<file path="config.mk">
export PLATFORM = sky130hd
export DESIGN_NAME = rc_show_select_mode_control
export DESIGN_NICKNAME = d
export VERILOG_FILES = /design/src/sv/rcsm_pkg.sv /design/src/sv/rcsm_div.sv /design/src/sv/rcsm_dp.sv /design/src/sv/rcsm_ctrl.sv /design/src/sv/rc_show_select_mode_control.sv
export SDC_FILE = /design/constraint.sdc
export NUM_CORES = 1
export LEC_CHECK = 0
export BUFFER_PORTS_ARGS = -buffer_cell sky130_fd_sc_hd__buf_2
export CORE_ASPECT_RATIO = 2
export CORE_UTILIZATION = 42
export DETAILED_ROUTE_END_ITERATION = 10
export GPL_TIMING_DRIVEN = 0
export PLACE_DENSITY_LB_ADDON = 0.12
export SYNTH_ARGS = -nofsm -noshare
export SYNTH_HDL_FRONTEND = slang
export SYNTH_SLANG_ARGS = --single-unit
</file>
<file path="constraint.sdc">
create_clock -name i_clk -period 14.56 [get_ports i_clk]
set_clock_uncertainty 0.05 [all_clocks]
set_input_delay 2.912 -clock i_clk [delete_from_list [all_inputs] [get_ports i_clk]]
set_output_delay 2.912 -clock i_clk [all_outputs]
set_load 0.01 [all_outputs]
</file>
<file path="src/sv/rcsm_pkg.sv">
// ============================================================================
// rcsm_pkg - shared types and constants for the RC show select controller
// Event codes, controller/datapath command and status structs, widths and
// the small helper functions used by the datapath.
// ============================================================================
package rcsm_pkg;

    // widths of the architectural fields
    localparam int MAX_SHOWS = 32;
    localparam int SHOW_W    = 5;
    localparam int COUNT_W   = 6;
    localparam int PULSE_W   = 15;
    localparam int CAL_W     = 12;
    localparam int HOLD_W    = 16;
    localparam int TIME_W    = 32;
    localparam int MASK_W    = MAX_SHOWS;
    localparam int CFG_IDX_W = 2;

    // shift-subtract divider
    localparam int DIV_NUM_W = 16;
    localparam int DIV_DEN_W = CAL_W;
    localparam int DIV_CNT_W = $clog2(DIV_NUM_W);

    localparam logic [HOLD_W-1:0]  HOLD_LONG_MS   = 16'd3000;
    localparam logic [HOLD_W-1:0]  TAP_MAX_MS     = 16'd1000;
    localparam logic [HOLD_W-1:0]  HOLD_SAT       = 16'hFFFF;
    localparam logic [PULSE_W-1:0] PULSE_MIN_US   = 15'd700;
    localparam logic [PULSE_W-1:0] PULSE_MAX_US   = 15'd2400;
    localparam logic [PULSE_W-1:0] SWITCH_UP_US   = 15'd1500;
    localparam logic [TIME_W-1:0]  AUTO_STEP_MS   = 32'd2000;
    localparam logic [TIME_W-1:0]  AUTO_PRIME_MS  = 32'd1995;
    localparam logic [CAL_W-1:0]   PULSE_LOW_RST  = 12'd1100;
    localparam logic [CAL_W-1:0]   PULSE_HIGH_RST = 12'd1900;

    // RC port lock codes
    localparam logic [1:0] RC_NONE  = 2'd0;
    localparam logic [1:0] RC_PORT1 = 2'd1;
    localparam logic [1:0] RC_PORT2 = 2'd2;

    // configuration register indexes
    localparam logic [CFG_IDX_W-1:0] CFG_NUM_SHOWS  = 2'd0;
    localparam logic [CFG_IDX_W-1:0] CFG_NUM_ACTIVE = 2'd1;
    localparam logic [CFG_IDX_W-1:0] CFG_SENSOR     = 2'd2;

    typedef enum logic [2:0] {
        EV_NONE        = 3'd0,
        EV_PROG_EXIT   = 3'd1,
        EV_PROG_ENTER  = 3'd2,
        EV_SHOW_TOGGLE = 3'd3,
        EV_PORT1       = 3'd4,
        EV_PORT2       = 3'd5,
        EV_NO_SIGNAL   = 3'd6,
        EV_NAV_TOGGLE  = 3'd7
    } t_event;

    typedef enum logic [2:0] {
        ST_IDLE,
        ST_PORT,
        ST_DSTART,
        ST_DWAIT,
        ST_BTN,
        ST_OUT0,
        ST_OUT1
    } t_state;

    typedef struct packed {
        logic load;       // capture the polled item
        logic port;       // RC port evaluation
        logic div_start;  // launch the divider
        logic div_take;   // write divider result into the show index
        logic btn;        // button / hold evaluation
        logic out_sel;    // which event slot is on the output
    } t_cmd;

    typedef struct packed {
        logic prog;       // program mode active
        logic div_done;
        logic two_ev;     // this poll produced two events
    } t_sts;

    // a count of 0 acts as 1, anything above MAX_SHOWS acts as MAX_SHOWS
    function automatic logic [COUNT_W-1:0] eff_count(input logic [COUNT_W-1:0] n);
        logic [COUNT_W-1:0] r;
        if (n == '0) begin
            r = COUNT_W'(1);
        end else if (n > COUNT_W'(MAX_SHOWS)) begin
            r = COUNT_W'(MAX_SHOWS);
        end else begin
            r = n;
        end
        return r;
    endfunction

    function automatic logic [HOLD_W-1:0] hold_add(input logic [HOLD_W-1:0] h,
                                                   input logic [HOLD_W-1:0] d);
        logic [HOLD_W:0] s;
        s = {1'b0, h} + {1'b0, d};
        return s[HOLD_W] ? HOLD_SAT : s[HOLD_W-1:0];
    endfunction

endpackage

</file>
<file path="src/sv/rcsm_div.sv">
// ============================================================================
// rcsm_div - iterative unsigned divider
// Restoring shift-subtract divider, one quotient bit per clock. Produces
// quotient and remainder; o_done pulses together with the last step.
// ============================================================================
module rcsm_div
    import rcsm_pkg::*;
(
    input  logic                 i_clk,
    input  logic                 i_rst_n,
    input  logic                 i_start,
    input  logic [DIV_NUM_W-1:0] i_dividend,
    input  logic [DIV_DEN_W-1:0] i_divisor,
    output logic                 o_done,
    output logic [DIV_NUM_W-1:0] o_quotient,
    output logic [DIV_DEN_W-1:0] o_remainder
);

    logic                 r_busy;
    logic                 r_done;
    logic [DIV_CNT_W-1:0] r_cnt;
    logic [DIV_NUM_W-1:0] r_quo;
    logic [DIV_DEN_W-1:0] r_rem;
    logic [DIV_DEN_W-1:0] r_dvs;

    logic [DIV_DEN_W:0]   c_trial;
    logic [DIV_DEN_W:0]   c_diff;
    logic                 c_fit;

    assign c_trial = {r_rem, r_quo[DIV_NUM_W-1]};
    assign c_diff  = c_trial - {1'b0, r_dvs};
    assign c_fit   = (c_trial >= {1'b0, r_dvs});

    always_ff @(posedge i_clk) begin
        if (!i_rst_n) begin
            r_busy <= 1'b0;
            r_done <= 1'b0;
        end else begin
            r_done <= 1'b0;
            if (i_start) begin
                r_busy <= 1'b1;
            end else if (r_busy && (r_cnt == '0)) begin
                r_busy <= 1'b0;
                r_done <= 1'b1;
            end
        end
    end

    always_ff @(posedge i_clk) begin
        if (i_start) begin
            r_quo <= i_dividend;
            r_rem <= '0;
            r_dvs <= i_divisor;
            r_cnt <= DIV_CNT_W'(DIV_NUM_W - 1);
        end else if (r_busy) begin
            r_quo <= {r_quo[DIV_NUM_W-2:0], c_fit};
            r_rem <= c_fit ? c_diff[DIV_DEN_W-1:0] : c_trial[DIV_DEN_W-1:0];
            r_cnt <= r_cnt - DIV_CNT_W'(1);
        end
    end

    assign o_done      = r_done;
    assign o_quotient  = r_quo;
    assign o_remainder = r_rem;

endmodule

</file>
<file path="src/sv/rcsm_dp.sv">
// ============================================================================
// rcsm_dp - datapath of the RC show select controller
// Holds the configuration and all controller state, evaluates RC ports and
// button holds under command of rcsm_ctrl, and maps port-1 pulses onto the
// show index through the shared divider.
// ============================================================================
module rcsm_dp
    import rcsm_pkg::*;
(
    input  logic                 i_clk,
    input  logic                 i_rst_n,
    input  t_cmd                 i_cmd,
    output t_sts                 o_sts,
    input  logic                 i_cfg_we,
    input  logic [CFG_IDX_W-1:0] i_cfg_idx,
    input  logic [COUNT_W-1:0]   i_cfg_data,
    input  logic [TIME_W-1:0]    i_now_ms,
    input  logic                 i_cycle_button,
    input  logic                 i_enable_button,
    input  logic [PULSE_W-1:0]   i_ch1_pulse_us,
    input  logic [PULSE_W-1:0]   i_ch2_pulse_us,
    output logic [2:0]           o_event_res,
    output logic [SHOW_W-1:0]    o_show_index,
    output logic                 o_in_program_mode,
    output logic                 o_navlights_on,
    output logic [1:0]           o_rc_port_used,
    output logic                 o_show_enabled
);

    // captured item (payload, no reset)
    logic [TIME_W-1:0]  r_now;
    logic               r_cyc;
    logic               r_ena;
    logic [PULSE_W-1:0] r_p1;
    logic [PULSE_W-1:0] r_p2;
    logic [HOLD_W-1:0]  r_delta;

    // configuration and state
    logic [COUNT_W-1:0] r_num_shows,   n_num_shows;
    logic [COUNT_W-1:0] r_num_active,  n_num_active;
    logic               r_prog,        n_prog;
    logic [TIME_W-1:0]  r_last_time,   n_last_time;
    logic [HOLD_W-1:0]  r_cycle_hold,  n_cycle_hold;
    logic [HOLD_W-1:0]  r_enable_hold, n_enable_hold;
    logic [TIME_W-1:0]  r_auto_time,   n_auto_time;
    logic [1:0]         r_rc_port,     n_rc_port;
    logic [CAL_W-1:0]   r_pulse_low,   n_pulse_low;
    logic [CAL_W-1:0]   r_pulse_high,  n_pulse_high;
    logic [SHOW_W-1:0]  r_show,        n_show;
    logic [SHOW_W:0]    r_show_pre,    n_show_pre;
    logic               r_p1_path,     n_p1_path;
    logic [MASK_W-1:0]  r_mask,        n_mask;
    logic               r_nav,         n_nav;
    t_event             r_ev0,         n_ev0;
    t_event             r_ev1,         n_ev1;
    logic [1:0]         r_nev,         n_nev;

    logic [TIME_W-1:0]    c_delta_full;
    logic [HOLD_W-1:0]    c_delta_sat;
    logic [COUNT_W-1:0]   c_nas;
    logic [COUNT_W-1:0]   c_ns;
    logic                 c_p1_watch;
    logic                 c_p2_watch;
    logic                 c_p1_ok;
    logic                 c_p2_ok;
    logic [TIME_W-1:0]    c_auto_gap;
    logic [CAL_W-1:0]     c_p1_off;
    logic [CAL_W-1:0]     c_span;
    logic [DIV_NUM_W:0]   c_prod;
    logic [DIV_NUM_W-1:0] c_dividend;
    logic [DIV_DEN_W-1:0] c_divisor;
    logic                 c_div_done;
    logic [DIV_NUM_W-1:0] c_quo;
    logic [DIV_DEN_W-1:0] c_rem;
    logic [HOLD_W-1:0]    c_cyc_sum;
    logic [HOLD_W-1:0]    c_ena_sum;
    logic                 c_hold_long;
    logic                 c_cyc_tap;
    logic                 c_ena_tap;
    logic [SHOW_W:0]      c_show_inc;
    logic [SHOW_W-1:0]    c_prog_show;
    logic [SHOW_W-1:0]    c_btn_show;
    t_event               c_norm_ev;

    assign c_delta_full = i_now_ms - r_last_time;
    assign c_delta_sat  = (c_delta_full[TIME_W-1:HOLD_W] != '0) ? HOLD_SAT
                                                                 : c_delta_full[HOLD_W-1:0];

    assign c_nas = eff_count(r_num_active);
    assign c_ns  = eff_count(r_num_shows);

    assign c_p1_watch = (r_rc_port == RC_NONE) || (r_rc_port == RC_PORT1);
    assign c_p2_watch = (r_rc_port == RC_NONE) || (r_rc_port == RC_PORT2);
    assign c_p1_ok    = (r_p1 > PULSE_MIN_US) && (r_p1 < PULSE_MAX_US);
    assign c_p2_ok    = (r_p2 > PULSE_MIN_US) && (r_p2 < PULSE_MAX_US);
    assign c_auto_gap = r_now - r_auto_time;

    // calibration span never collapses: low <= 1100 and high >= 1900
    assign c_p1_off   = r_p1[CAL_W-1:0] - r_pulse_low;
    assign c_span     = r_pulse_high + CAL_W'(1) - r_pulse_low;
    assign c_prod     = (DIV_NUM_W+1)'(c_p1_off) * (DIV_NUM_W+1)'(c_nas);
    assign c_dividend = r_p1_path ? c_prod[DIV_NUM_W-1:0] : DIV_NUM_W'(r_show_pre);
    assign c_divisor  = r_p1_path ? c_span : DIV_DEN_W'(c_nas);

    rcsm_div u_div (
        .i_clk       (i_clk),
        .i_rst_n     (i_rst_n),
        .i_start     (i_cmd.div_start),
        .i_dividend  (c_dividend),
        .i_divisor   (c_divisor),
        .o_done      (c_div_done),
        .o_quotient  (c_quo),
        .o_remainder (c_rem)
    );

    assign c_cyc_sum   = hold_add(r_cycle_hold, r_delta);
    assign c_ena_sum   = hold_add(r_enable_hold, r_delta);
    assign c_hold_long = (c_cyc_sum > HOLD_LONG_MS);
    assign c_cyc_tap   = (r_cycle_hold != '0) && (r_cycle_hold < TAP_MAX_MS);
    assign c_ena_tap   = (r_enable_hold != '0) && (r_enable_hold < TAP_MAX_MS);
    assign c_show_inc  = {1'b0, r_show} + (SHOW_W+1)'(1);
    assign c_prog_show = (c_show_inc >= c_ns) ? '0 : c_show_inc[SHOW_W-1:0];
    assign c_btn_show  = (!r_cyc && c_cyc_tap) ? c_prog_show : r_show;
    assign c_norm_ev   = r_cyc ? EV_PROG_ENTER : EV_NAV_TOGGLE;

    always_comb begin
        n_num_shows   = r_num_shows;
        n_num_active  = r_num_active;
        n_prog        = r_prog;
        n_last_time   = r_last_time;
        n_cycle_hold  = r_cycle_hold;
        n_enable_hold = r_enable_hold;
        n_auto_time   = r_auto_time;
        n_rc_port     = r_rc_port;
        n_pulse_low   = r_pulse_low;
        n_pulse_high  = r_pulse_high;
        n_show        = r_show;
        n_show_pre    = r_show_pre;
        n_p1_path     = r_p1_path;
        n_mask        = r_mask;
        n_nav         = r_nav;
        n_ev0         = r_ev0;
        n_ev1         = r_ev1;
        n_nev         = r_nev;

        if (i_cfg_we) begin
            case (i_cfg_idx)
                CFG_NUM_SHOWS:  n_num_shows  = i_cfg_data;
                CFG_NUM_ACTIVE: n_num_active = i_cfg_data;
                CFG_SENSOR:     ; // indicator flash only, no result field
                default:        ;
            endcase
        end

        if (i_cmd.load) begin
            n_ev0 = EV_NONE;
            n_ev1 = EV_NONE;
            n_nev = 2'd0;
        end

        if (i_cmd.port) begin
            n_p1_path  = 1'b0;
            n_show_pre = {1'b0, r_show};
            if (c_p1_watch && c_p1_ok) begin
                n_p1_path = 1'b1;
                if (r_p1 > PULSE_W'(r_pulse_high)) begin
                    n_pulse_high = r_p1[CAL_W-1:0];
                end
                if (r_p1 < PULSE_W'(r_pulse_low)) begin
                    n_pulse_low = r_p1[CAL_W-1:0];
                end
                if (r_rc_port == RC_NONE) begin
                    n_rc_port = RC_PORT1;
                    n_ev0     = EV_PORT1;
                    n_nev     = 2'd1;
                end
            end else if (c_p2_watch && c_p2_ok) begin
                if (r_rc_port == RC_NONE) begin
                    n_rc_port = RC_PORT2;
                    n_ev0     = EV_PORT2;
                    n_nev     = 2'd1;
                end
                // switch up: step the show every 2 s; switch down primes the timer
                if (r_p2 > SWITCH_UP_US) begin
                    if (c_auto_gap > AUTO_STEP_MS) begin
                        n_show_pre  = c_show_inc;
                        n_auto_time = r_now;
                    end
                end else begin
                    n_auto_time = r_now - AUTO_PRIME_MS;
                end
            end else if (r_rc_port == RC_NONE) begin
                n_ev0 = EV_NO_SIGNAL;
                n_nev = 2'd1;
            end
        end

        // port 1: quotient is already below the active count; else take the remainder
        if (i_cmd.div_take) begin
            n_show = r_p1_path ? c_quo[SHOW_W-1:0] : c_rem[SHOW_W-1:0];
        end

        if (i_cmd.btn) begin
            n_last_time = r_now;
            if (r_prog) begin
                if (r_cyc) begin
                    if (c_hold_long) begin
                        n_prog       = 1'b0;
                        n_cycle_hold = '0;
                        n_ev0        = EV_PROG_EXIT;
                        n_nev        = 2'd1;
                    end else begin
                        n_cycle_hold = c_cyc_sum;
                    end
                end else begin
                    n_show       = c_btn_show;
                    n_cycle_hold = '0;
                end
                if (r_ena) begin
                    n_enable_hold = c_ena_sum;
                end else begin
                    if (c_ena_tap) begin
                        n_mask = r_mask ^ (MASK_W'(1) << c_btn_show);
                        if (r_cyc && c_hold_long) begin
                            n_ev1 = EV_SHOW_TOGGLE;
                            n_nev = 2'd2;
                        end else begin
                            n_ev0 = EV_SHOW_TOGGLE;
                            n_nev = 2'd1;
                        end
                    end
                    n_enable_hold = '0;
                end
            end else begin
                // normal mode: both buttons share the cycle hold counter
                if (r_cyc || r_ena) begin
                    if (c_hold_long) begin
                        n_cycle_hold = '0;
                        if (r_cyc) begin
                            n_prog = 1'b1;
                            n_show = '0;
                        end else begin
                            n_nav = ~r_nav;
                        end
                        if (r_nev == 2'd0) begin
                            n_ev0 = c_norm_ev;
                            n_nev = 2'd1;
                        end else begin
                            n_ev1 = c_norm_ev;
                            n_nev = 2'd2;
                        end
                    end else begin
                        n_cycle_hold = c_cyc_sum;
                    end
                end else begin
                    n_cycle_hold = '0;
                end
            end
        end
    end

    always_ff @(posedge i_clk) begin
        if (!i_rst_n) begin
            r_num_shows   <= COUNT_W'(MAX_SHOWS);
            r_num_active  <= COUNT_W'(MAX_SHOWS);
            r_prog        <= 1'b0;
            r_last_time   <= '0;
            r_cycle_hold  <= '0;
            r_enable_hold <= '0;
            r_auto_time   <= '0;
            r_rc_port     <= RC_NONE;
            r_pulse_low   <= PULSE_LOW_RST;
            r_pulse_high  <= PULSE_HIGH_RST;
            r_show        <= '0;
            r_show_pre    <= '0;
            r_p1_path     <= 1'b0;
            r_mask        <= '1;
            r_nav         <= 1'b1;
            r_ev0         <= EV_NONE;
            r_ev1         <= EV_NONE;
            r_nev         <= 2'd0;
        end else begin
            r_num_shows   <= n_num_shows;
            r_num_active  <= n_num_active;
            r_prog        <= n_prog;
            r_last_time   <= n_last_time;
            r_cycle_hold  <= n_cycle_hold;
            r_enable_hold <= n_enable_hold;
            r_auto_time   <= n_auto_time;
            r_rc_port     <= n_rc_port;
            r_pulse_low   <= n_pulse_low;
            r_pulse_high  <= n_pulse_high;
            r_show        <= n_show;
            r_show_pre    <= n_show_pre;
            r_p1_path     <= n_p1_path;
            r_mask        <= n_mask;
            r_nav         <= n_nav;
            r_ev0         <= n_ev0;
            r_ev1         <= n_ev1;
            r_nev         <= n_nev;
        end
    end

    always_ff @(posedge i_clk) begin
        if (i_cmd.load) begin
            r_now   <= i_now_ms;
            r_cyc   <= i_cycle_button;
            r_ena   <= i_enable_button;
            r_p1    <= i_ch1_pulse_us;
            r_p2    <= i_ch2_pulse_us;
            r_delta <= c_delta_sat;
        end
    end

    assign o_sts.prog     = r_prog;
    assign o_sts.div_done = c_div_done;
    assign o_sts.two_ev   = (r_nev == 2'd2);

    assign o_event_res       = i_cmd.out_sel ? r_ev1 : r_ev0;
    assign o_show_index      = r_show;
    assign o_in_program_mode = r_prog;
    assign o_navlights_on    = r_nav;
    assign o_rc_port_used    = r_rc_port;
    assign o_show_enabled    = r_mask[r_show];

`ifndef NO_ASSERTIONS
    a_port_lock_holds: assert property (@(posedge i_clk) disable iff (!i_rst_n)
        (r_rc_port != RC_NONE) |=> (r_rc_port == $past(r_rc_port)))
        else $error("locked RC port changed");

    a_cal_order: assert property (@(posedge i_clk) disable iff (!i_rst_n)
        (r_pulse_low < r_pulse_high))
        else $error("calibration span collapsed");

    a_p1_quo_range: assert property (@(posedge i_clk) disable iff (!i_rst_n)
        (i_cmd.div_take && r_p1_path) |-> (c_quo < DIV_NUM_W'(c_nas)))
        else $error("port 1 show index above active count");
`endif

endmodule

</file>
<file path="src/sv/rcsm_ctrl.sv">
// ============================================================================
// rcsm_ctrl - sequencer of the RC show select controller
// Steps one poll through port evaluation and the divider (normal mode only),
// button evaluation and the one or two result items, driving rcsm_dp.
// ============================================================================
module rcsm_ctrl
    import rcsm_pkg::*;
(
    input  logic i_clk,
    input  logic i_rst_n,
    input  logic i_in_valid,
    output logic o_in_ready,
    output logic o_out_valid,
    input  logic i_out_ready,
    output logic o_out_last,
    output t_cmd o_cmd,
    input  t_sts i_sts
);

    t_state r_state, n_state;

    always_comb begin
        n_state = r_state;
        case (r_state)
            ST_IDLE: begin
                if (i_in_valid) begin
                    n_state = i_sts.prog ? ST_BTN : ST_PORT;
                end
            end
            ST_PORT:   n_state = ST_DSTART;
            ST_DSTART: n_state = ST_DWAIT;
            ST_DWAIT: begin
                if (i_sts.div_done) begin
                    n_state = ST_BTN;
                end
            end
            ST_BTN:    n_state = ST_OUT0;
            ST_OUT0: begin
                if (i_out_ready) begin
                    n_state = i_sts.two_ev ? ST_OUT1 : ST_IDLE;
                end
            end
            ST_OUT1: begin
                if (i_out_ready) begin
                    n_state = ST_IDLE;
                end
            end
            default:   n_state = ST_IDLE;
        endcase
    end

    always_comb begin
        o_cmd       = '0;
        o_in_ready  = 1'b0;
        o_out_valid = 1'b0;
        o_out_last  = 1'b0;
        case (r_state)
            ST_IDLE: begin
                o_in_ready = 1'b1;
                o_cmd.load = i_in_valid;
            end
            ST_PORT:   o_cmd.port      = 1'b1;
            ST_DSTART: o_cmd.div_start = 1'b1;
            ST_DWAIT:  o_cmd.div_take  = i_sts.div_done;
            ST_BTN:    o_cmd.btn       = 1'b1;
            ST_OUT0: begin
                o_out_valid = 1'b1;
                o_out_last  = !i_sts.two_ev;
            end
            ST_OUT1: begin
                o_out_valid   = 1'b1;
                o_out_last    = 1'b1;
                o_cmd.out_sel = 1'b1;
            end
            default: ;
        endcase
    end

    always_ff @(posedge i_clk) begin
        if (!i_rst_n) begin
            r_state <= ST_IDLE;
        end else begin
            r_state <= n_state;
        end
    end

`ifndef NO_ASSERTIONS
    a_accept_busy: assert property (@(posedge i_clk) disable iff (!i_rst_n)
        (i_in_valid && o_in_ready) |=> !o_in_ready)
        else $error("new item taken while a poll is in flight");

    a_no_overlap: assert property (@(posedge i_clk) disable iff (!i_rst_n)
        o_out_valid |-> !o_in_ready)
        else $error("input open while a result is pending");

    a_last_frees: assert property (@(posedge i_clk) disable iff (!i_rst_n)
        (o_out_valid && i_out_ready && o_out_last) |=> o_in_ready)
        else $error("not idle after final result");

    a_second_follows: assert property (@(posedge i_clk) disable iff (!i_rst_n)
        (o_out_valid && i_out_ready && !o_out_last) |=> (o_out_valid && o_out_last))
        else $error("second result missing");
`endif

endmodule

</file>
<file path="src/sv/rc_show_select_mode_control.sv">
// ============================================================================
// rc_show_select_mode_control - RC and push-button show selection
// Top level: sequencer plus datapath for one poll at a time.
// ============================================================================
// Each accepted poll gives one or two result items, the last flagged by
// o_last, all carrying the state after the poll. In normal mode a poll
// goes through port evaluation and the 16-step shift-subtract divider,
// which maps a port-1 pulse onto a show index (or reduces the show index
// modulo the active count); in program mode it goes straight to button
// evaluation. The block is ready again in the cycle after the last result
// is taken. The user must write configuration through i_cfg_we/i_cfg_idx/
// i_cfg_data only while no poll is in flight; the block does not enforce it.
module rc_show_select_mode_control
    import rcsm_pkg::*;
(
    input  logic                 i_clk,
    input  logic                 i_rst_n,
    input  logic                 i_cfg_we,
    input  logic [CFG_IDX_W-1:0] i_cfg_idx,
    input  logic [COUNT_W-1:0]   i_cfg_data,
    input  logic                 i_in_valid,
    output logic                 o_in_ready,
    input  logic [TIME_W-1:0]    i_now_ms,
    input  logic                 i_cycle_button,
    input  logic                 i_enable_button,
    input  logic [PULSE_W-1:0]   i_ch1_pulse_us,
    input  logic [PULSE_W-1:0]   i_ch2_pulse_us,
    output logic                 o_out_valid,
    input  logic                 i_out_ready,
    output logic [2:0]           o_event_res,
    output logic [SHOW_W-1:0]    o_show_index,
    output logic                 o_in_program_mode,
    output logic                 o_navlights_on,
    output logic [1:0]           o_rc_port_used,
    output logic                 o_show_enabled,
    output logic                 o_last
);

    t_cmd c_cmd;
    t_sts c_sts;

    rcsm_ctrl u_ctrl (
        .i_clk       (i_clk),
        .i_rst_n     (i_rst_n),
        .i_in_valid  (i_in_valid),
        .o_in_ready  (o_in_ready),
        .o_out_valid (o_out_valid),
        .i_out_ready (i_out_ready),
        .o_out_last  (o_last),
        .o_cmd       (c_cmd),
        .i_sts       (c_sts)
    );

    rcsm_dp u_dp (
        .i_clk             (i_clk),
        .i_rst_n           (i_rst_n),
        .i_cmd             (c_cmd),
        .o_sts             (c_sts),
        .i_cfg_we          (i_cfg_we),
        .i_cfg_idx         (i_cfg_idx),
        .i_cfg_data        (i_cfg_data),
        .i_now_ms          (i_now_ms),
        .i_cycle_button    (i_cycle_button),
        .i_enable_button   (i_enable_button),
        .i_ch1_pulse_us    (i_ch1_pulse_us),
        .i_ch2_pulse_us    (i_ch2_pulse_us),
        .o_event_res       (o_event_res),
        .o_show_index      (o_show_index),
        .o_in_program_mode (o_in_program_mode),
        .o_navlights_on    (o_navlights_on),
        .o_rc_port_used    (o_rc_port_used),
        .o_show_enabled    (o_show_enabled)
    );

endmodule

</file>
=== After elaboration in Yosys (flattened, before gate mapping) ===
Index checks and enable logic that the tools add are counted.

* Output and inout port bits: 16
* Register bits after elaboration: 317

* Mux-type cells: 105
* Multiply operators: 1
* Add/sub/neg operators: 11
* Shift-type cells: 1
* Eq/ne operators: 15
* Bitwise logic cells: 7
* Reductions and logical operators: 39
* Order comparisons: 16

{| class="wikitable"
|+ Operators with widths
! operator !! count
|-
| 16-bit two-way mux || 10
|-
| 3-bit two-way mux || 34
|-
| 32-bit two-way mux || 2
|-
| 32-bit subtractor || 2
|-
| 6-bit two-way mux || 9
|-
| 5-bit two-way mux || 10
|-
| 16-bit nonzero test || 3
|-
| 12-bit subtractor || 3
|-
| 16-bit by 16-bit adder with 17-bit output || 2
|-
| 2-bit two-way mux || 17
|-
| 32-bit by 11-bit > comparator with 1-bit output, second input constant || 1
|-
| 16-bit by 10-bit < comparator with 1-bit output, second input constant || 2
|-
| 1-bit by 5-bit << shifter with 32-bit output, first input constant || 1
|-
| 32-bit by 11-bit subtractor with 32-bit output, second input constant || 1
|-
| 32-bit bitwise XOR || 1
|-
| 15-bit by 10-bit > comparator with 1-bit output, second input constant || 2
|-
| 15-bit by 12-bit < comparator with 1-bit output, second input constant || 2
|-
| 3-bit case mux with 7 select lines || 1
|-
| 1-bit two-way mux || 19
|-
| 16-bit by 12-bit > comparator with 1-bit output, second input constant || 1
|-
| 12-bit by 6-bit multiplier with 16-bit output || 1
|-
| 15-bit by 11-bit > comparator with 1-bit output, second input constant || 1
|-
| 15-bit by 12-bit > comparator with 1-bit output || 1
|-
| 15-bit by 12-bit < comparator with 1-bit output || 1
|-
| 31 further kinds || 68
|}

=== Logic depth before layout (Yosys ltp) ===
Gate-level depths: netlist (run 1).

* Depth after elaboration: 14
* Gate-level depth with buffers: 27
* Mapped depth without buffers: 27

=== Hierarchy ===
A second synthesis (run 1) with hierarchy kept.

* Cell total of the unflattened synthesis: 2605
* Area, all modules: 22660.5 sq um

{| class="wikitable"
|+ By module, submodules not included
! module !! times used !! area an instance (sq um) !! cells an instance
|-
| rcsm_dp || 1 || 19779.0 || 2331
|-
| rcsm_div || 1 || 2532.4 || 230
|-
| rcsm_ctrl || 1 || 349.1 || 44
|}

=== Least setup slack after synthesis (run 1) ===
No wires, ideal clock.

* Path type: register to register
* From: register u_dp.r_p1[0]
* To: register u_dp.u_div.r_quo[15] (netlist: u_dp.u_div.o_quotient[15]), data pin
* Path slack: 8.363 ns
* Clock period less this slack: 6.197 ns
* Stages on the path, launching flop included: 27
* Required time: 14.240 ns
* Data arrival time: 5.877 ns
* Library setup time: 0.270 ns
* Cell sequence: edfxtp_1 -> inv_1 -> ha_1 -> inv_1 -> fa_1 -> a21o_1 -> a21oi_1 -> o21bai_1 -> a21oi_1 -> o21ai_0 -> a2111oi_0 -> nor3_1 -> or2_2 -> fa_1 -> inv_1 -> fa_1 -> inv_1 -> fa_1 -> inv_1 -> ha_1 -> and3_1 -> a211o_1 -> a21o_1 -> a21o_1 -> xnor2_1 -> xnor2_1 -> o31ai_1

* Cells in the longest elaborated chain, start to end: 4

{| class="wikitable"
|+ Ends and longest elaborated chain
! what !! line !! text
|-
| from (decl) || rcsm_dp.sv:34 || <nowiki>logic [PULSE_W-1:0] r_p1;</nowiki>
|-
| from (signal assigned) || rcsm_dp.sv:309 || <nowiki>r_p1 <= i_ch1_pulse_us;</nowiki>
|-
| 12-bit subtractor || rcsm_dp.sv:99 || <nowiki>assign c_p1_off = r_p1[CAL_W-1:0] - r_pulse_low;</nowiki>
|-
| 12-bit by 6-bit multiplier with 16-bit output || rcsm_dp.sv:101 || <nowiki>assign c_prod = (DIV_NUM_W+1)'(c_p1_off) * (DIV_NUM_W+1)'(c_nas);</nowiki>
|-
| 16-bit two-way mux || rcsm_dp.sv:102 || <nowiki>assign c_dividend = r_p1_path ? c_prod[DIV_NUM_W-1:0] : DIV_NUM_W'(r_show_pre);</nowiki>
|-
| 16-bit two-way mux || rcsm_div.sv:50 || <nowiki>if (i_start) begin</nowiki>
|-
| to (signal assigned) || rcsm_div.sv:51 || <nowiki>r_quo <= i_dividend;</nowiki>
|-
| to (signal assigned) || rcsm_div.sv:56 || <nowiki>r_quo <= {r_quo[DIV_NUM_W-2:0], c_fit};</nowiki>
|-
| to (decl) || rcsm_div.sv:22 || <nowiki>logic [DIV_NUM_W-1:0] r_quo;</nowiki>
|}

Every way passes these cells.
A chain may end at the register's enable or synchronous reset.

=== Worst setup path after layout (run 1) ===
Ends and elaborated chain as after synthesis.

==> flow_summary_export.csv, run 1 <==
group,metric,value,unit
status,status,"finished, final reports clean",
yosys,ys_seq_area_share,32.26,%
routing,routed_wl,71.33,mm
flow_run,max_cap_violations,0,
global_route,antenna_found_initial,3,
layout,areaGrowthSynthToFinish,10.80,%
yosys,synth_warnings,0,
timing,rsz0062_at_grt,"false",
global_route,gr-total-overflow,0,
layout,layout_commonest_cell,"nor2_1",
hold_path,holdPathEnd,"u_dp.r_last_time[5]",
power_and_ir_drop,p_leak,10.12,nW
routing,vias_per_cell,5.714,
timing,fmax,0.1344,GHz
timing,timing.final.crit_share,51.10,%
layout,num-nets-final,3122,
layout,layout-drive-gt1-share,8.483,%
global_route,grt_max_degree,68,
timing,tightest_slew,1.310,ns
critical_path,crit_required,14.78,ns
yosys,syn_area,23020,µm²
critical_path,critPathLaunchType,"flip-flop",
hold_path,min_path_cells,2,
routing,vias,20120,
power_and_ir_drop,p_per_area,105.4,nW/µm²
hold_path,hold_path.startpoint,"u_dp.r_last_time[5]",
timing,final-hold-violation-count,0,
clock_network,clk_path_buf_depth,3,
yosys,async_flop_share,0,%
layout,final_cell_mix,"259 x nor2_1, 237 x inv_1, 228 x nand2_1",
global_route,grt_first_pass_wirelength,109.8,mm
routing,wl_per_cell,20.26,µm
clock_network,cts.sinks,317,
clock_network,clk_latency,0.57,ns
placed_design,dp.final_hpwl,57.97,mm
floorplan,core-area,54350,µm²
routing,drt_pass1_iterations,7,
critical_path,crit_fanout,6,
critical_path,cp.arrival,7.66,ns
yosys,synth_nets,2992,
yosys,synth.avg_cell_area,8.570,µm²
floorplan,ioPinCount,93,
routing,drtIter0Drc,844,
placed_design,gp_congestion,0.9418,
floorplan,die_area,55810,µm²
timing,finalSetupViolCount,0,
floorplan,die_w,167.5,µm
routing,ant_nets,0,
critical_path,rrSetupSlack,7.12,ns
global_route,grtUsageTotal,25.33,%
global_route,grt_pass1_vias,20570,
clock_network,post-cts-setup-buffers,0,
yosys,synth_ff_type,"dfxtp_1",
hold_path,hold_path.class,"flip-flop to flip-flop",
floorplan,start_util,42.35,%
critical_path,critPathCaptureType,"flip-flop",
power_and_ir_drop,ir_drop,0.00006246,V
timing,maxSlewHeadroom,12.48,%
critical_path,r2r-end,"u_dp.u_div.o_quotient[15]",
timing,setup_tns,0,ns
yosys,synth_cell_types,107,
yosys,ys_ff_latch,317,
floorplan,die_y,333.1,µm
clock_network,cts_resized,0,
critical_path,r2r-start,"u_dp.r_p1[0]",
placed_design,portBuffers,92,
layout,final_util,46.93,%
timing,period_needed,7.441,ns
clock_network,cts_tree,"yes",
clock_network,numCtsBuffers,35,
routing,drc,0,
critical_path,reg2regPathDepth,25,
clock_network,cts_root_buf,"clkbuf_16",
floorplan,std_cell_rows,121,
timing,drv_slew,0,
clock_network,htreeDepth,2,
clock_network,hold_buffers,0,
clock_network,cts.reportedPaths.clkPinSlew,0.06,ns
yosys,synth_edf_count,108,
critical_path,path_class,"flip-flop to flip-flop",
yosys,syn_inst,2686,
[cells in the mapped netlist, drive strengths merged (8+ instances only)]
| cell | number | share of area, % |
|---|---|---|
| a21boi | 9 | 0.29 |
| nand2 | 228 | 3.7 |
| edfxtp | 108 | 14 |
| nand4b | 8 | 0.30 |
| nand3b | 9 | 0.29 |
| or2 | 18 | 0.50 |
| a21oi | 227 | 5.0 |
| a31oi | 17 | 0.49 |
| fa | 47 | 4.1 |
| o31ai | 15 | 0.49 |
| ha | 182 | 9.9 |
| and2 | 13 | 0.35 |
| nand4 | 29 | 0.82 |
| or3 | 39 | 1.1 |
| a2111oi | 9 | 0.37 |
| mux2 | 12 | 0.60 |
| xor2 | 50 | 1.9 |
| nor3 | 47 | 1.0 |
| buf | 18 | 0.42 |
| o21ai | 165 | 3.6 |
| mux4 | 10 | 0.98 |
| and3 | 37 | 1.0 |
| o211ai | 30 | 1.0 |
| xnor2 | 78 | 3.0 |
| clkbuf | 83 | 1.4 |
| nor2b | 34 | 0.92 |
| o21bai | 22 | 0.72 |
| inv | 238 | 3.9 |
| o21a | 26 | 0.85 |
| nor4 | 24 | 0.74 |
| nand3 | 81 | 1.8 |
| a22o | 14 | 0.53 |
| a311oi | 17 | 1.1 |
| a211oi | 15 | 0.60 |
| mux2i | 58 | 2.5 |
| a21o | 46 | 1.5 |
| o22ai | 11 | 0.30 |
| nor2 | 259 | 4.2 |
| nand2b | 36 | 0.98 |
| o311ai | 11 | 0.53 |
| dfxtp | 209 | 18 |
[routing by layer]
layer  global-route usage [%]  routed length, µm  share of wire, %  vias to the layer above
met5                        0                  0                 0                        -
li1                         -                  -                 -                     9866
met2                    51.12              40120                56                      432
met3                    2.611               1887               2.6                      191
met4                    16.90               4775               6.7                        0
met1                    23.26              24550                34                     9630
[sequential cells by signal (all words and copies together), names as in the netlist, 12 cells and up]
signal and cells:
u_dp.r_auto_time 32, u_dp.r_cycle_hold 16, u_dp.r_delta 16, u_dp.r_enable_hold 16, u_dp.r_last_time 32, u_dp.r_mask 32
u_dp.r_now 32, u_dp.r_p1 15, u_dp.r_p2 15, u_dp.r_pulse_high 12, u_dp.r_pulse_low 12, u_dp.u_div.o_quotient 16
u_dp.u_div.o_remainder 12, u_dp.u_div.r_dvs 12
[power breakdown]
| group | leakage, nW | internal [mW] | switching [mW] | total, mW |
|---|---|---|---|---|
| clock network | 0.548 | 0.514 | 0.395 | 0.909 |
| registers | 2.66 | 0.998 | 0.0654 | 1.06 |
| logic | 6.90 | 0.271 | 0.444 | 0.715 |
[how the worst max path moves through the flow]
| stage | endpoint | slack [ns] | depth (start not counted) | startpoint |
|---|---|---|---|---|
| detailed placement | u_dp.u_div.o_quotient[15] | 7.06 | 25 | u_dp.r_p1[0] |
| CTS | u_dp.u_div.o_quotient[15] | 7.05 | 25 | u_dp.r_p1[0] |
| global route | u_dp.u_div.o_quotient[15] | 6.76 | 25 | u_dp.r_p1[0] |
| global placement | u_dp.u_div.o_quotient[15] | 7.07 | 25 | u_dp.r_p1[0] |
| floorplan | u_dp.u_div.o_quotient[15] | 8.36 | 26 | u_dp.r_p1[0] |
| finish | u_dp.u_div.o_quotient[15] | 7.12 | 25 | u_dp.r_p1[0] |
[worst max-delay path, stage by stage (launching register included)]
cell	delay, ns
edfxtp_1	0.51
inv_1	0.14
ha_1	0.18
inv_1	0.06
fa_1	0.43
a21o_1	0.18
a21oi_1	0.23
o21bai_1	0.09
a21oi_1	0.20
o21ai_0	0.31
and3_1	0.28
nor3_1	0.87
nor2_1	0.16
fa_1	0.51
fa_1	0.49
inv_1	0.05
fa_1	0.52
inv_1	0.04
ha_1	0.35
and3_1	0.19
a211o_1	0.32
a21o_1	0.18
a21o_1	0.17
xnor2_1	0.37
xnor2_1	0.17
o31ai_1	0.08
[cell families (layout without fill, tap and decap cells)]
| group | after synthesis | in the layout | synth area share [%] |
|---|---|---|---|
| compound gates | 703 | 703 | 20.26 |
| simple gates | 890 | 890 | 18.87 |
| xor+xnor | 128 | 128 | 4.870 |
| mux | 80 | 80 | 4.104 |
| fa+ha+maj | 229 | 229 | 13.98 |
| flops | 317 | 317 | 32.26 |
| buf+inv | 339 | 494 | 5.658 |
| other cells | 0 | 4 | 0 |
[metrics by stage]
stage / hold WS (ns) / instances / worst slack [ns] / area [µm²] / total power, mW
final: 0.4087 / 3521 / 7.119 / 25510 / 2.687
after global routing: 0.4297 / 3520 / 6.762 / 25500 / 2.820
after CTS: 0.4127 / 3517 / 7.052 / 25500 / 2.706
after detailed placement: 0.3991 / 3455 / 7.064 / 24360 / 1.793
after global placement: 0.3948 / 3454 / 7.074 / 24330 / 1.779
after floorplan: 0.3823 / 2686 / 8.363 / 23020 / 1.576
[cell type report]
class                   instances  area [µm²]
fillers                      5358       28850
plain buffers                 101       409.1
diodes                          4       10.01
inverters                     238       895.9
repair buffers                 93       488.0
clock buffers                  50       984.7
well taps                     676       845.8
flip-flops and latches        317        7427
multi-input cells            2030       14290
clock inverters                12       155.1
Power figures use the tool's default switching activity.
==> run 2, diff against run 1 <==
==> constraint.sdc (replaced) <==
create_clock -name i_clk -period 6.4 [get_ports i_clk]
set_clock_uncertainty 0.05 [all_clocks]
set_input_delay 1.28 -clock i_clk [delete_from_list [all_inputs] [get_ports i_clk]]
set_output_delay 1.28 -clock i_clk [all_outputs]
set_load 0.01 [all_outputs]
==> run 2 against run 1 <==
Compared with the run above:
- global-route usage grew 0.067 points
- routed wire length grew 0.11%
- hold slack is essentially flat
- non-clock buffer count grew 14
- sequential power grew 130%
- critical endpoint unchanged
==> flow_summary_export.csv, run 2 (synthesis gave the netlist of run 1 again) <==
group,metric,value,unit
routing,drc,0,
clock_network,htreeDepth,2,
timing,period_needed,6.347,ns
clock_network,hold_buffers,0,
routing,vias_per_cell,5.688,
placed_design,dp_cells,3455,
layout,n_fill_cell,5339,
timing,final-hold-violation-count,0,
timing,drv_slew,0,
critical_path,crit_slowest_cell,"fa_1",
placed_design,dp.final_hpwl,57.97,mm
placed_design,portBuffers,92,
layout,areaGrowthSynthToFinish,12.18,%
placed_design,place_ws,-1.096,ns
critical_path,critPathLaunchType,"flip-flop",
power_and_ir_drop,p_leak,10.23,nW
layout,layout-drive-gt1-share,9.842,%
floorplan,std_cell_rows,121,
hold_path,hold_path.class,"flip-flop to flip-flop",
timing,fmax,0.1576,GHz
layout,num-nets-final,3136,
global_route,use_met2,51.11,%
global_route,met3_usage,2.611,%
routing,wl_per_cell,20.20,µm
critical_path,critPathCaptureType,"flip-flop",
timing,tightest_slew,1.303,ns
power_and_ir_drop,p_per_area,238.9,nW/µm²
clock_network,cts.sinks,317,
critical_path,crit_required,6.71,ns
clock_network,clk_path_buf_depth,3,
floorplan,die_area,55810,µm²
global_route,grt_pass1_vias,20640,
clock_network,cts.reportedPaths.clkPinSlew,0.06,ns
timing,fin_ws,0.05286,ns
routing,routed_wl,71.41,mm
floorplan,start_util,42.35,%
layout,final_cell_mix,"259 x nor2_1, 232 x inv_1, 228 x nand2_1",
placed_design,gp_congestion,0.9418,
critical_path,cp.arrival,6.66,ns
global_route,gr-total-overflow,0,
timing,timing.hold.ws,0.4088,ns
timing,rsz0062_at_grt,"true",
routing,vias,20110,
layout,layout_commonest_cell,"nor2_1",
clock_network,clk_latency,0.56,ns
routing,drtIter0Drc,874,
clock_network,numCtsBuffers,35,
global_route,grtUsageTotal,25.40,%
floorplan,core-area,54350,µm²
timing,finalSetupViolCount,0,
power_and_ir_drop,p_total,6.169,mW
layout,final_cells,3535,
critical_path,path_class,"flip-flop to flip-flop",
global_route,use_met1,23.31,%
global_route,antenna_found_initial,3,
power_and_ir_drop,ir_drop,0.0001437,V
timing,maxSlewHeadroom,12.94,%
critical_path,critPathMostFrequentCell,"inv_2",
global_route,grt_max_degree,68,
flow_run,max_cap_violations,0,
global_route,grt_first_pass_wirelength,110.2,mm
routing,drt_pass1_iterations,5,
critical_path,max_stage_delay,0.52,ns
layout,final_util,47.51,%
floorplan,die_w,167.5,µm
floorplan,die_y,333.1,µm
routing,ant_nets,0,
critical_path,crit_fanout,4,
floorplan,ioPinCount,93,
global_route,busiest_layer,"met2",
status,status,"finished, final reports clean",
clock_network,cts_root_buf,"clkbuf_16",
clock_network,cts_tree,"yes",
timing,timing.final.crit_share,99.17,%
[run 2: cell count changes in the layout (fill, tap and decap cells not counted), sizes merged]
cell,previous run,this run
buf,111,125
[run 2: power by group]
part	switching (mW)	total (mW)	internal [mW]
sequential	0.147	2.42	2.27
combinational	1.03	1.68	0.653
clock	0.901	2.07	1.17
[run 2: area by class of cell]
cell class	count	area [µm²]	area share, %
inverters	238	895.9	3.469
clock inverters	12	155.1	0.6008
well taps	676	845.8	3.275
repair buffers	107	593.1	2.297
flip-flops and latches	317	7427	28.76
clock buffers	50	984.7	3.813
plain buffers	101	409.1	1.584
diodes	4	10.01	0.03876
multi-input cells	2030	14500	56.16
[run 2: what timing repair did]
item                                    CTS  global route
buffers inserted                          4            10
pin swaps                                 4            22
endpoints found under the setup margin    4             2
gates cloned                              0             0
resized for setup                        22            16
[run 2: final timing paths]
path / from / end / slack [ns] / cells past startpoint
max: u_dp.r_p1[0] / u_dp.u_div.o_quotient[15] / 0.05 / 26
min reg2reg: u_dp.r_last_time[5] / u_dp.r_last_time[5] / 0.41 / 2
min: u_dp.r_last_time[5] / u_dp.r_last_time[5] / 0.41 / 2
max reg2reg: u_dp.r_p1[0] / u_dp.u_div.o_quotient[15] / 0.05 / 26
[run 2: layer usage]
layer	up-vias	routed length (µm)
li1	9901	-
met1	9622	24530
met2	395	40170
met3	188	1867
met4	0	4841
met5	-	0
[run 2: through the flow]
step | instance area [µm²] | setup TNS (ns)
6_report | 25820 | 0
5_1_grt | 25820 | -0.1397
4_1_cts | 25660 | 0
3_5_place_dp | 24360 | -2.483
3_3_place_gp | 24330 | -2.380
2_1_floorplan | 23020 | 0
[run 2: critical path, delay by kind of cell, from the launching register on]
family	cells	cell delay, ns
XOR/XNOR	2	0.37
AO/OA/AOI/OAI	10	2.08
flip-flops	1	0.49
buffers and inverters	5	0.32
adder cells (fa/ha/maj)	6	2.26
AND/OR/NAND/NOR	3	0.57
